<file path="src/rtl/dbld_pkg.sv">
package dbld_pkg;

    // Stream layout constants.
    localparam int unsigned WORD_BITS  = 32;
    localparam int unsigned COUNT_BITS = 32;
    localparam int unsigned WIDTH_BITS = 6;
    localparam int unsigned MAX_WIDTH  = 32;
    localparam int unsigned STORE_BITS = 64;
    localparam int unsigned HELD_BITS  = 7;

    // Decoder phase codes.
    localparam logic [1:0] PH_COUNT = 2'd0;
    localparam logic [1:0] PH_WIDTH = 2'd1;
    localparam logic [1:0] PH_DATA  = 2'd2;

    // Commands from the controller to the datapath.
    typedef struct packed {
        logic load;    // Take the accepted request into the bit store.
        logic step;    // Decode one field.
        logic finish;  // Release the staged result as the last of its run.
    } dbld_cmd_t;

    // Status from the datapath to the controller.
    typedef struct packed {
        logic fld_ready;   // Enough bits are held to decode the next field.
        logic fld_result;  // Decoding that field produces a result.
        logic pend_valid;  // A result is staged and not yet released.
        logic out_free;    // The output register can take a result now.
        logic held_low;    // Fewer than one word of bits is held.
    } dbld_status_t;

endpackage

</file>
<file path="src/rtl/delta_bitpack_list_decoder_top.sv">
// Delta bit-pack list decoder. Each request carries one 32-bit word of a packed
// stream, consumed least significant bit first; lists are a 32-bit count, a 6-bit
// width and count deltas of that width, and each result is the running sum of the
// deltas in its list. A zero count or a width of 0 or above 32 gives one error
// result with a zero id. A single field extractor decodes each accepted word from
// the bit store one field at a time (count, width, each delta) until too few bits
// remain for the next field, and closes its run before the next word is taken.
// Results leave through an output register, one per cycle, and the last result
// caused by a word carries tlast; a slow consumer stalls the extractor.
module delta_bitpack_list_decoder_top
    import dbld_pkg::*;
(
    input  logic        aclk,
    input  logic        aresetn,
    input  logic        s_tvalid,
    output logic        s_tready,
    input  logic [31:0] s_tdata,   // [31:0] word
    input  logic        s_tuser,   // [0] restart
    output logic        m_tvalid,
    input  logic        m_tready,
    output logic [31:0] m_tdata,   // [31:0] doc_id
    output logic [1:0]  m_tuser,   // [0] status, [1] list_end
    output logic        m_tlast    // run_end
);

    dbld_cmd_t    cmd;
    dbld_status_t status;

    dbld_ctrl u_ctrl (
        .aclk     (aclk),
        .aresetn  (aresetn),
        .s_tvalid (s_tvalid),
        .s_tready (s_tready),
        .status   (status),
        .cmd      (cmd)
    );

    dbld_datapath u_datapath (
        .aclk       (aclk),
        .aresetn    (aresetn),
        .cmd        (cmd),
        .in_word    (s_tdata),
        .in_restart (s_tuser),
        .m_tready   (m_tready),
        .status     (status),
        .m_tvalid   (m_tvalid),
        .m_tdata    (m_tdata),
        .m_tuser    (m_tuser),
        .m_tlast    (m_tlast)
    );

    // A new request is taken only after the previous run has been fully released.
    assert property (@(posedge aclk) disable iff (!aresetn)
        s_tready |-> !status.pend_valid)
        else $error("request accepted while a result is still staged");

    // Between requests, less than one word of bits remains held.
    assert property (@(posedge aclk) disable iff (!aresetn)
        s_tready |-> status.held_low)
        else $error("bit store holds a full word while idle");

    // An error result carries a zero id and no list end.
    assert property (@(posedge aclk) disable iff (!aresetn)
        (m_tvalid && m_tuser[0]) |-> (m_tdata == 32'd0 && !m_tuser[1]))
        else $error("error result with nonzero id or list end");

endmodule

</file>
<file path="src/rtl/dbld_ctrl.sv">
module dbld_ctrl
    import dbld_pkg::*;
(
    input  logic         aclk,
    input  logic         aresetn,
    input  logic         s_tvalid,
    output logic         s_tready,
    input  dbld_status_t status,
    output dbld_cmd_t    cmd
);

    typedef enum logic [1:0] {
        ST_IDLE   = 2'b01,
        ST_DECODE = 2'b10
    } state_t;

    state_t state_reg;
    state_t state_next;

    // Next state and command decode.
    always_comb begin
        state_next = state_reg;
        cmd        = '0;
        s_tready   = 1'b0;
        case (state_reg)
            ST_IDLE: begin
                s_tready = 1'b1;
                if (s_tvalid) begin
                    cmd.load   = 1'b1;
                    state_next = ST_DECODE;
                end
            end
            ST_DECODE: begin
                if (status.fld_ready) begin
                    // A new result pushes the staged one out, so it needs room.
                    if (!status.fld_result || !status.pend_valid || status.out_free) begin
                        cmd.step = 1'b1;
                    end
                end else if (!status.pend_valid || status.out_free) begin
                    cmd.finish = 1'b1;
                    state_next = ST_IDLE;
                end
            end
            default: begin
                state_next = ST_IDLE;
            end
        endcase
    end

    // State register.
    always_ff @(posedge aclk) begin
        if (!aresetn) begin
            state_reg <= ST_IDLE;
        end else begin
            state_reg <= state_next;
        end
    end

endmodule

</file>
<file path="src/rtl/dbld_datapath.sv">
module dbld_datapath
    import dbld_pkg::*;
(
    input  logic                 aclk,
    input  logic                 aresetn,
    input  dbld_cmd_t            cmd,
    input  logic [WORD_BITS-1:0] in_word,
    input  logic                 in_restart,
    input  logic                 m_tready,
    output dbld_status_t         status,
    output logic                 m_tvalid,
    output logic [WORD_BITS-1:0] m_tdata,
    output logic [1:0]           m_tuser,
    output logic                 m_tlast
);

    // Decoder state.
    logic [STORE_BITS-1:0] store_reg, store_next;
    logic [HELD_BITS-1:0]  held_reg, held_next;
    logic [1:0]            phase_reg, phase_next;
    logic [WORD_BITS-1:0]  left_reg, left_next;
    logic [5:0]            fw_reg, fw_next;
    logic [WORD_BITS-1:0]  sum_reg, sum_next;

    // Staged result and output register.
    logic                 pend_valid_reg;
    logic [WORD_BITS-1:0] pend_id_reg;
    logic                 pend_status_reg;
    logic                 pend_end_reg;
    logic                 out_valid_reg;
    logic [WORD_BITS-1:0] out_id_reg;
    logic                 out_status_reg;
    logic                 out_end_reg;
    logic                 out_last_reg;

    // Field decode results.
    logic                 fld_ready;
    logic                 fld_result;
    logic [5:0]           take_n;
    logic [WORD_BITS-1:0] res_id;
    logic                 res_status;
    logic                 res_end;
    logic [WORD_BITS-1:0] data_mask;
    logic [WORD_BITS-1:0] data_val;
    logic [WORD_BITS-1:0] cnt_val;
    logic [5:0]           wid_val;
    logic                 data_skip;
    logic                 flush;

    assign cnt_val   = store_reg[WORD_BITS-1:0];
    assign wid_val   = store_reg[WIDTH_BITS-1:0];
    assign data_mask = {WORD_BITS{1'b1}} >> (6'(MAX_WIDTH) - fw_reg);
    assign data_val  = store_reg[WORD_BITS-1:0] & data_mask;
    assign data_skip = (fw_reg == 6'd0) || (fw_reg > 6'(MAX_WIDTH)) || (left_reg == '0);

    // Decode of the field at the bottom of the bit store.
    always_comb begin
        fld_ready  = 1'b0;
        fld_result = 1'b0;
        take_n     = 6'd0;
        res_id     = '0;
        res_status = 1'b0;
        res_end    = 1'b0;
        phase_next = phase_reg;
        left_next  = left_reg;
        fw_next    = fw_reg;
        sum_next   = sum_reg;
        case (phase_reg)
            PH_WIDTH: begin
                fld_ready = held_reg >= 7'(WIDTH_BITS);
                take_n    = 6'(WIDTH_BITS);
                if (wid_val == 6'd0 || wid_val > 6'(MAX_WIDTH)) begin
                    fld_result = 1'b1;
                    res_status = 1'b1;
                    phase_next = PH_COUNT;
                end else begin
                    fw_next    = wid_val;
                    sum_next   = '0;
                    phase_next = PH_DATA;
                end
            end
            PH_DATA: begin
                if (data_skip) begin
                    // An empty or malformed list falls back to a new count.
                    fld_ready  = 1'b1;
                    phase_next = PH_COUNT;
                end else begin
                    fld_ready  = held_reg >= {1'b0, fw_reg};
                    fld_result = 1'b1;
                    take_n     = fw_reg;
                    sum_next   = sum_reg + data_val;
                    left_next  = left_reg - WORD_BITS'(1);
                    res_id     = sum_next;
                    res_end    = (left_reg == WORD_BITS'(1));
                    if (res_end) begin
                        phase_next = PH_COUNT;
                    end
                end
            end
            default: begin
                fld_ready  = held_reg >= 7'(COUNT_BITS);
                take_n     = 6'(COUNT_BITS);
                phase_next = PH_COUNT;
                if (cnt_val == '0) begin
                    fld_result = 1'b1;
                    res_status = 1'b1;
                end else begin
                    left_next  = cnt_val;
                    phase_next = PH_WIDTH;
                end
            end
        endcase
    end

    // Bit store update: append on load, consume on a step.
    always_comb begin
        logic [STORE_BITS-1:0] base_store;
        logic [HELD_BITS-1:0]  base_held;
        base_store = in_restart ? '0 : store_reg;
        base_held  = in_restart ? '0 : held_reg;
        store_next = store_reg;
        held_next  = held_reg;
        if (cmd.load) begin
            store_next = base_store | ({{(STORE_BITS-WORD_BITS){1'b0}}, in_word}
                                       << base_held);
            held_next  = base_held + 7'(WORD_BITS);
        end else if (cmd.step) begin
            store_next = store_reg >> take_n;
            held_next  = held_reg - {1'b0, take_n};
        end
    end

    // Decoder state registers.
    always_ff @(posedge aclk) begin
        if (!aresetn) begin
            store_reg <= '0;
            held_reg  <= '0;
            phase_reg <= PH_COUNT;
            left_reg  <= '0;
            fw_reg    <= '0;
            sum_reg   <= '0;
        end else begin
            store_reg <= store_next;
            held_reg  <= held_next;
            if (cmd.load && in_restart) begin
                phase_reg <= PH_COUNT;
                left_reg  <= '0;
                fw_reg    <= '0;
                sum_reg   <= '0;
            end else if (cmd.step) begin
                phase_reg <= phase_next;
                left_reg  <= left_next;
                fw_reg    <= fw_next;
                sum_reg   <= sum_next;
            end
        end
    end

    // The staged result moves out when a newer one arrives or the run closes.
    assign flush = pend_valid_reg && ((cmd.step && fld_result) || cmd.finish);

    always_ff @(posedge aclk) begin
        if (!aresetn) begin
            pend_valid_reg <= 1'b0;
            out_valid_reg  <= 1'b0;
        end else begin
            if (cmd.step && fld_result) begin
                pend_valid_reg <= 1'b1;
            end else if (cmd.finish) begin
                pend_valid_reg <= 1'b0;
            end
            if (flush) begin
                out_valid_reg <= 1'b1;
            end else if (m_tready) begin
                out_valid_reg <= 1'b0;
            end
        end
    end

    // Result payload registers.
    always_ff @(posedge aclk) begin
        if (cmd.step && fld_result) begin
            pend_id_reg     <= res_id;
            pend_status_reg <= res_status;
            pend_end_reg    <= res_end;
        end
        if (flush) begin
            out_id_reg     <= pend_id_reg;
            out_status_reg <= pend_status_reg;
            out_end_reg    <= pend_end_reg;
            out_last_reg   <= cmd.finish;
        end
    end

    assign status.fld_ready  = fld_ready;
    assign status.fld_result = fld_result;
    assign status.pend_valid = pend_valid_reg;
    assign status.out_free   = !out_valid_reg || m_tready;
    assign status.held_low   = held_reg < 7'(WORD_BITS);

    assign m_tvalid = out_valid_reg;
    assign m_tdata  = out_id_reg;
    assign m_tuser  = {out_end_reg, out_status_reg};
    assign m_tlast  = out_last_reg;

endmodule
</file>
<file path="config.mk">
export PLATFORM = sky130hd
export DESIGN_NAME = delta_bitpack_list_decoder_top
export DESIGN_NICKNAME = d
export VERILOG_FILES = /design/src/rtl/dbld_pkg.sv /design/src/rtl/delta_bitpack_list_decoder_top.sv /design/src/rtl/dbld_ctrl.sv /design/src/rtl/dbld_datapath.sv
export SDC_FILE = /design/constraint.sdc
export NUM_CORES = 1
export LEC_CHECK = 0
export ABC_AREA = 1
export BUFFER_PORTS_ARGS = -buffer_cell sky130_fd_sc_hd__buf_2
export CAP_MARGIN = 20
export CORE_MARGIN = 2
export CORE_UTILIZATION = 40
export CTS_BUF_LIST = sky130_fd_sc_hd__clkbuf_8 sky130_fd_sc_hd__clkbuf_16
export DETAILED_ROUTE_END_ITERATION = 12
export SLEW_MARGIN = 20
export SYNTH_ARGS = -nofsm -noshare
export SYNTH_HDL_FRONTEND = slang
export SYNTH_SLANG_ARGS = --single-unit
</file>
<file path="constraint.sdc">
create_clock -name aclk -period 9.1 [get_ports aclk]
set_input_delay 1.82 -clock aclk [delete_from_list [all_inputs] [get_ports aclk]]
set_output_delay 1.82 -clock aclk [all_outputs]
set_load 0.005 [all_outputs]
</file>
---- Yosys cells after proc, flatten, opt, wreduce, memory -nomap -nowiden ----
Index checks and enable logic that the tools add are counted.
W data, S select, Z words.
word-level totals
  flip-flop bits (word level) ............. 216
cells by class
  mux-type cells .......................... 42
  $add $sub $neg .......................... 5
  equality and inequality tests ........... 12
  bitwise logic cells ..................... 6
  reductions and logical operators ........ 29
  shift operators ......................... 3
  magnitude comparators ................... 5
operator list
  kind                     count
  $mux W64                 3
  $mux W32                 4
  $pmux W32 S2             2
  $logic_not A32 Y1        2
  $or A64 B64 Y64          1
  $shl A32 B7 Y64          1
  $shr A64 B6 Y64          1
  $add A32 B32 Y32         1
  $and A32 B32 Y32         1
  $eq A32 B1 Y1 const B    1
  $shr A32 B6 Y32 const A  1
  $sub A32 B1 Y32 const B  1
  $mux W7                  3
  $mux W1                  16
  $mux W2                  7
  $gt A6 B6 Y1 const B     2
  $logic_not A6 Y1         2
  $pmux W6 S2              1
  $ne A2 B2 Y1 const B     5
  $logic_or A1 B1 Y1       8
  $pmux W2 S2              2
  $reduce_and A4 Y1        2
  $reduce_bool A2 Y1       4
  $add A7 B6 Y7 const B    1
  17 further kinds         30

---- Logic depth before layout (Yosys ltp) ----
  word-level depth ........................ 15
  mapped depth ............................ 24
  mapped depth without buffers ............ 24

---- By module ----
A second synthesis with hierarchy kept.
unflattened totals
  cells, all modules ...................... 3009
  area, all modules ....................... 18422.7 µm²
by module, submodules not included
  module         area an instance (µm²)  seq. area each (µm²)  cells an instance  instances
  dbld_datapath  18301.3                 4974.8                2989               1
  dbld_ctrl      121.4                   40.0                  20                 1

---- Worst setup path before layout ----
No wires, ideal clock.
  path type ............................... input -> register
  start ................................... input s_tuser
  end ..................................... register u_datapath.store_reg[58]
  slack ................................... 5.477 ns
  required time ........................... 8.967 ns
  library setup time ...................... 0.133 ns
  buffers on the path ..................... 3
  arrival ................................. 3.491 ns
  cell stages on the path ................. 11
  cell sequence ........................... buf_2 > nor2_1 > clkbuf_1 > clkbuf_1 > o21ai_0 > o21ai_0 > mux2i_1 > o21ai_0 > o21ai_0 > nand2_1 > a31oi_1
on the way
  cells in the longest elaborated chain, start to end .. 4
  elaborated cells between the ends (all ways) .. 5
RTL lines
  item                  RTL line                              text
  from (decl)           delta_bitpack_list_decoder_top.sv:18  input logic s_tuser,
  $mux W7               dbld_datapath.sv:120                  base_held = in_restart ? '0 : held_reg;
  $shl A32 B7 Y64       dbld_datapath.sv:124                  store_next = base_store | ({{(STORE_BITS-WORD_BITS){1'b0}}, in_word}
  $or A64 B64 Y64 (*)   dbld_datapath.sv:124
  $mux W64 (*)          dbld_datapath.sv:123                  if (cmd.load) begin
  to (signal assigned)  dbld_datapath.sv:143                  store_reg <= store_next;
  to (decl)             dbld_datapath.sv:18                   logic [STORE_BITS-1:0] store_reg, store_next;
Every way passes the cells marked *; elsewhere a longest branch is shown, timed or not.
A chain may end at the register's enable or synchronous reset.

---- Worst setup path in the final report ----
  start ................................... input s_tuser
  end ..................................... register u_datapath.store_reg[22]
The elaborated chain is that of the path after synthesis.

==> impl.org <==
** CTS
- CTS Buf Count :: 26
- Library cell used as clock root buffer :: clkbuf_16
- Number of H-tree branching levels :: 1
- After clock tree synthesis, the setup repair step added 0 buffers.
- Clock insertion delay at the later pin of the skew report :: 0.57 ns
- CTS tree :: built
- After clock tree synthesis, the clock-pin slew on the worst setup and hold paths is 0.06 ns.
- Bufs on Longest Clock Path :: 3
- Post-CTS Hold Buffers :: 0
- Post-CTS repair changed the size of 0 cells.
- The clock net in this run drives a total of 216 sinks.

** Hold path
- Along the worst hold path, the cell count comes to 0.
- Class of the tightest hold or removal check :: flop to flop
- In this run the most critical hold path is launched from u_datapath.pend_id_reg[9].
- The worst hold path terminates at u_datapath.m_tdata[9].

** Floorplanning
- Full die area :: 48400 um2
- The core region is 46400 um2.
- The floorplan has 79 rows.
- In this run the count of I/O pins placed on the die edge is 74.
- Height of the die :: 220 um
- Horizontal die dimension :: 220 um
- The initial utilization of the core area, before any placement, comes to 0.403.

** STA
- RSZ-0062 raised after global routing :: no
- Measured against its own limit, the worst slew margin works out to 0.219.
- In the finished design, the share of the clock period the worst path needs comes to 0.613.
- Worst setup margin :: 3.52 ns
- For this run, the top clock speed supported by timing is 179 MHz.
- The number of slew-limit violations in the final report was 0.
- After routing, the total negative slack on setup checks comes to 0 ns.
- At the pin with the least slew margin, the transition time is 1.17 ns.
- Final setup violation count :: 0
- Across the routed clock network, the largest skew measured is 0.0113 ns.
- The total count of hold-check failures in the final report came to 0.
- Worst hold margin :: 0.417 ns
- The routed design could run at a clock period as short as 5.58 ns.

** Outcome
- Run status :: complete, no violations

** GRT
- Vias in the first global route :: 20029
- GRT Overall Usage :: 0.315
- First-pass GRT wire length :: 118000 um
- Antenna violations before repair :: 0
- After global routing the overflow that remains totals 0.
- Largest net degree at the start of global routing :: 104

** Yosys
- Synthesis produced a netlist whose cell count is 3072.
- Share of the synthesized area in the top cell type :: 0.175
- Number of distinct library cell variants in the gate-level netlist after synthesis :: 53
- Summing every instance area after synthesis gives 18700 um2.
- When the netlist entered floorplanning its net count stood at 3162.
- Number of enable-type register cells in the synthesized netlist :: 69
- Number of storage elements in the synthesis netlist :: 216
- Sequential area share after synthesis :: 0.268
- Total number of yosys warnings :: 0
- Share of flip-flops with an asynchronous set or reset after synthesis :: 0
- Synth area leaders :: nand2_1 (17%), dfxtp_1 (16%), nand3_1 (11%), edfxtp_1 (11%), o21ai_0 (9.8%)
- For this run, the leading register cell type out of synthesis is dfxtp_1.
- Average cell area after synthesis :: 6.08 um2
- Synth area leader :: nand2_1

** Drt
- The detailed router finished its first iteration with 2370 violations.
- Vias per cell :: 5.95
- First-pass iteration count of the detailed router :: 6
- Residual DRC count :: 0
- Via count of the routed design :: 21623
- Wire length after detailed routing :: 77400 um
- Dividing the detail-routed wire length by the instance count gives 21.3 um.
- Antenna Nets Post-Route :: 0

** Critical path
- In this run the worst path has a maximum fanout of 38.
- Slack of the worst reg-to-reg path :: 4.44 ns
- In this run the critical register-to-register path is launched from u_datapath.fw_reg[0].
- Critical path class :: input port to flop
- For the worst setup path, the data required time is 9.60 ns.
- In this run the critical register-to-register path is captured at u_datapath.held_reg[5].
- For the worst setup path, the data arrival time is 6.08 ns.
- STA classifies the critical path startpoint as an input port.
- Measured in cells, the most critical reg-to-reg path has a length of 21.
- STA classifies the critical path endpoint as a flop.

** Placement
- Routability-driven placement finished with a final weighted congestion of 1.01.
- Including well taps, the total number of placed cells is 3588.
- Worst slack, placed :: 3.04 ns
- Placed Area :: 19300 um2
- Port bufs :: 73
- The HPWL after detailed placement is 55700 um.

** Layout
- The finished layout holds 3635 standard cells, fillers aside.
- Leaving out fill and tap cells, the most frequent cell in the layout is nand2_1.
- With fillers left out, the area of the finished cells amounts to 20100 um2.
- Filler instances :: 5035
- The repair_antennas step left the layout with diodes totalling 0.
- For this run, the post-layout net count is 3099.
- Number of flip-flops under the largest register name :: 64
- Ratio of cells with drive above 1 in the final layout :: 0.0700
- At the end of the flow the core is filled with cells to 0.434.
- Most used cells in the layout excluding fill and tap cells :: nand2_1 (866), nand3_1 (416), o21ai_0 (366), inv_1 (221), a21oi_1 (202)
- Synthesis-to-finish area growth :: 7.59%

** Power
- Power per unit of standard cell area :: 137 nW/um2
- Post-layout total power :: 2.75 mW
- IR drop worst, VDD :: 0.133 mV
- Summed over all cells, the static leakage comes to 8.31 nW.

** Flow run
- Max-cap violations in this run came to 0.
cell families (layout without fill, tap and decap cells):
group / count (synthesis) / after routing / share of synthesized area
xor gates and xnor gates: 38 / 38 / 0.0178
AOI/OAI and AO/OA: 701 / 701 / 0.204
and+or+nand+nor: 1621 / 1621 / 0.377
muxes: 8 / 8 / 0.00429
buffers and inverters: 435 / 391 / 0.0929
adders and majority gates: 53 / 53 / 0.0363
DFF: 216 / 216 / 0.268
critical path, stage by stage:
cell and delay (ns):
buf_2 0.61, inv_2 0.07, nand2_1 0.74, inv_1 0.68, o21ai_0 0.38, nand2_1 0.09
o21ai_0 0.30, nand2_1 0.17, o21ai_0 0.52, nand2_1 0.22, o211ai_1 0.22, nand2_1 0.10
a21oi_1 0.12
layer usage:
layer	share of wire	routed length [um]	global-route usage	vias up
li1	-	-	-	10306
met1	0.40	31200	0.401	9949
met2	0.44	34000	0.498	1102
met3	0.086	6630	0.0545	266
met4	0.072	5580	0.190	0
met5	0	0	0	-
worst max-delay path by stage:
| stage | start | end | slack, ns | cells after the start |
|---|---|---|---|---|
| after floorplan | s_tuser | u_datapath.store_reg[58] | 5.48 | 11 |
| after global placement | s_tuser | u_datapath.store_reg[22] | 3.02 | 14 |
| after detailed placement | s_tuser | u_datapath.store_reg[22] | 3.04 | 14 |
| after CTS | s_tuser | u_datapath.store_reg[22] | 3.59 | 14 |
| after global routing | s_tuser | u_datapath.store_reg[56] | 3.15 | 13 |
| final | s_tuser | u_datapath.store_reg[22] | 3.52 | 13 |
Yosys cell counts, drive strengths merged (9+ instances only):
library cell	number
nand2	877
nand3	418
o21ai	370
inv	234
a21oi	204
nor2	197
dfxtp	147
clkbuf	129
edfxtp	69
buf	67
nand4	67
ha	51
a31oi	43
nor3	33
o211ai	32
xor2	27
or2	16
xnor2	11
a211oi	9
where the power goes:
group	internal, mW	switching [mW]	total, mW	leakage, nW
combinational	0.173	0.453	0.626	6.26
clock	0.592	0.457	1.05	0.427
sequential	1.01	0.0607	1.08	1.63
total	1.78	0.971	2.75	8.31
cell type report:
class / instances / area, um2 / area share
clock buffer: 28 / 678 / 0.0337
inverter: 239 / 905 / 0.0450
tap: 607 / 759 / 0.0378
multi-input combinational: 2421 / 12000 / 0.596
sequential: 216 / 5010 / 0.249
clock inverter: 19 / 156 / 0.00778
timing repair buffer: 105 / 606 / 0.0301
Power figures use the tool's default switching activity.
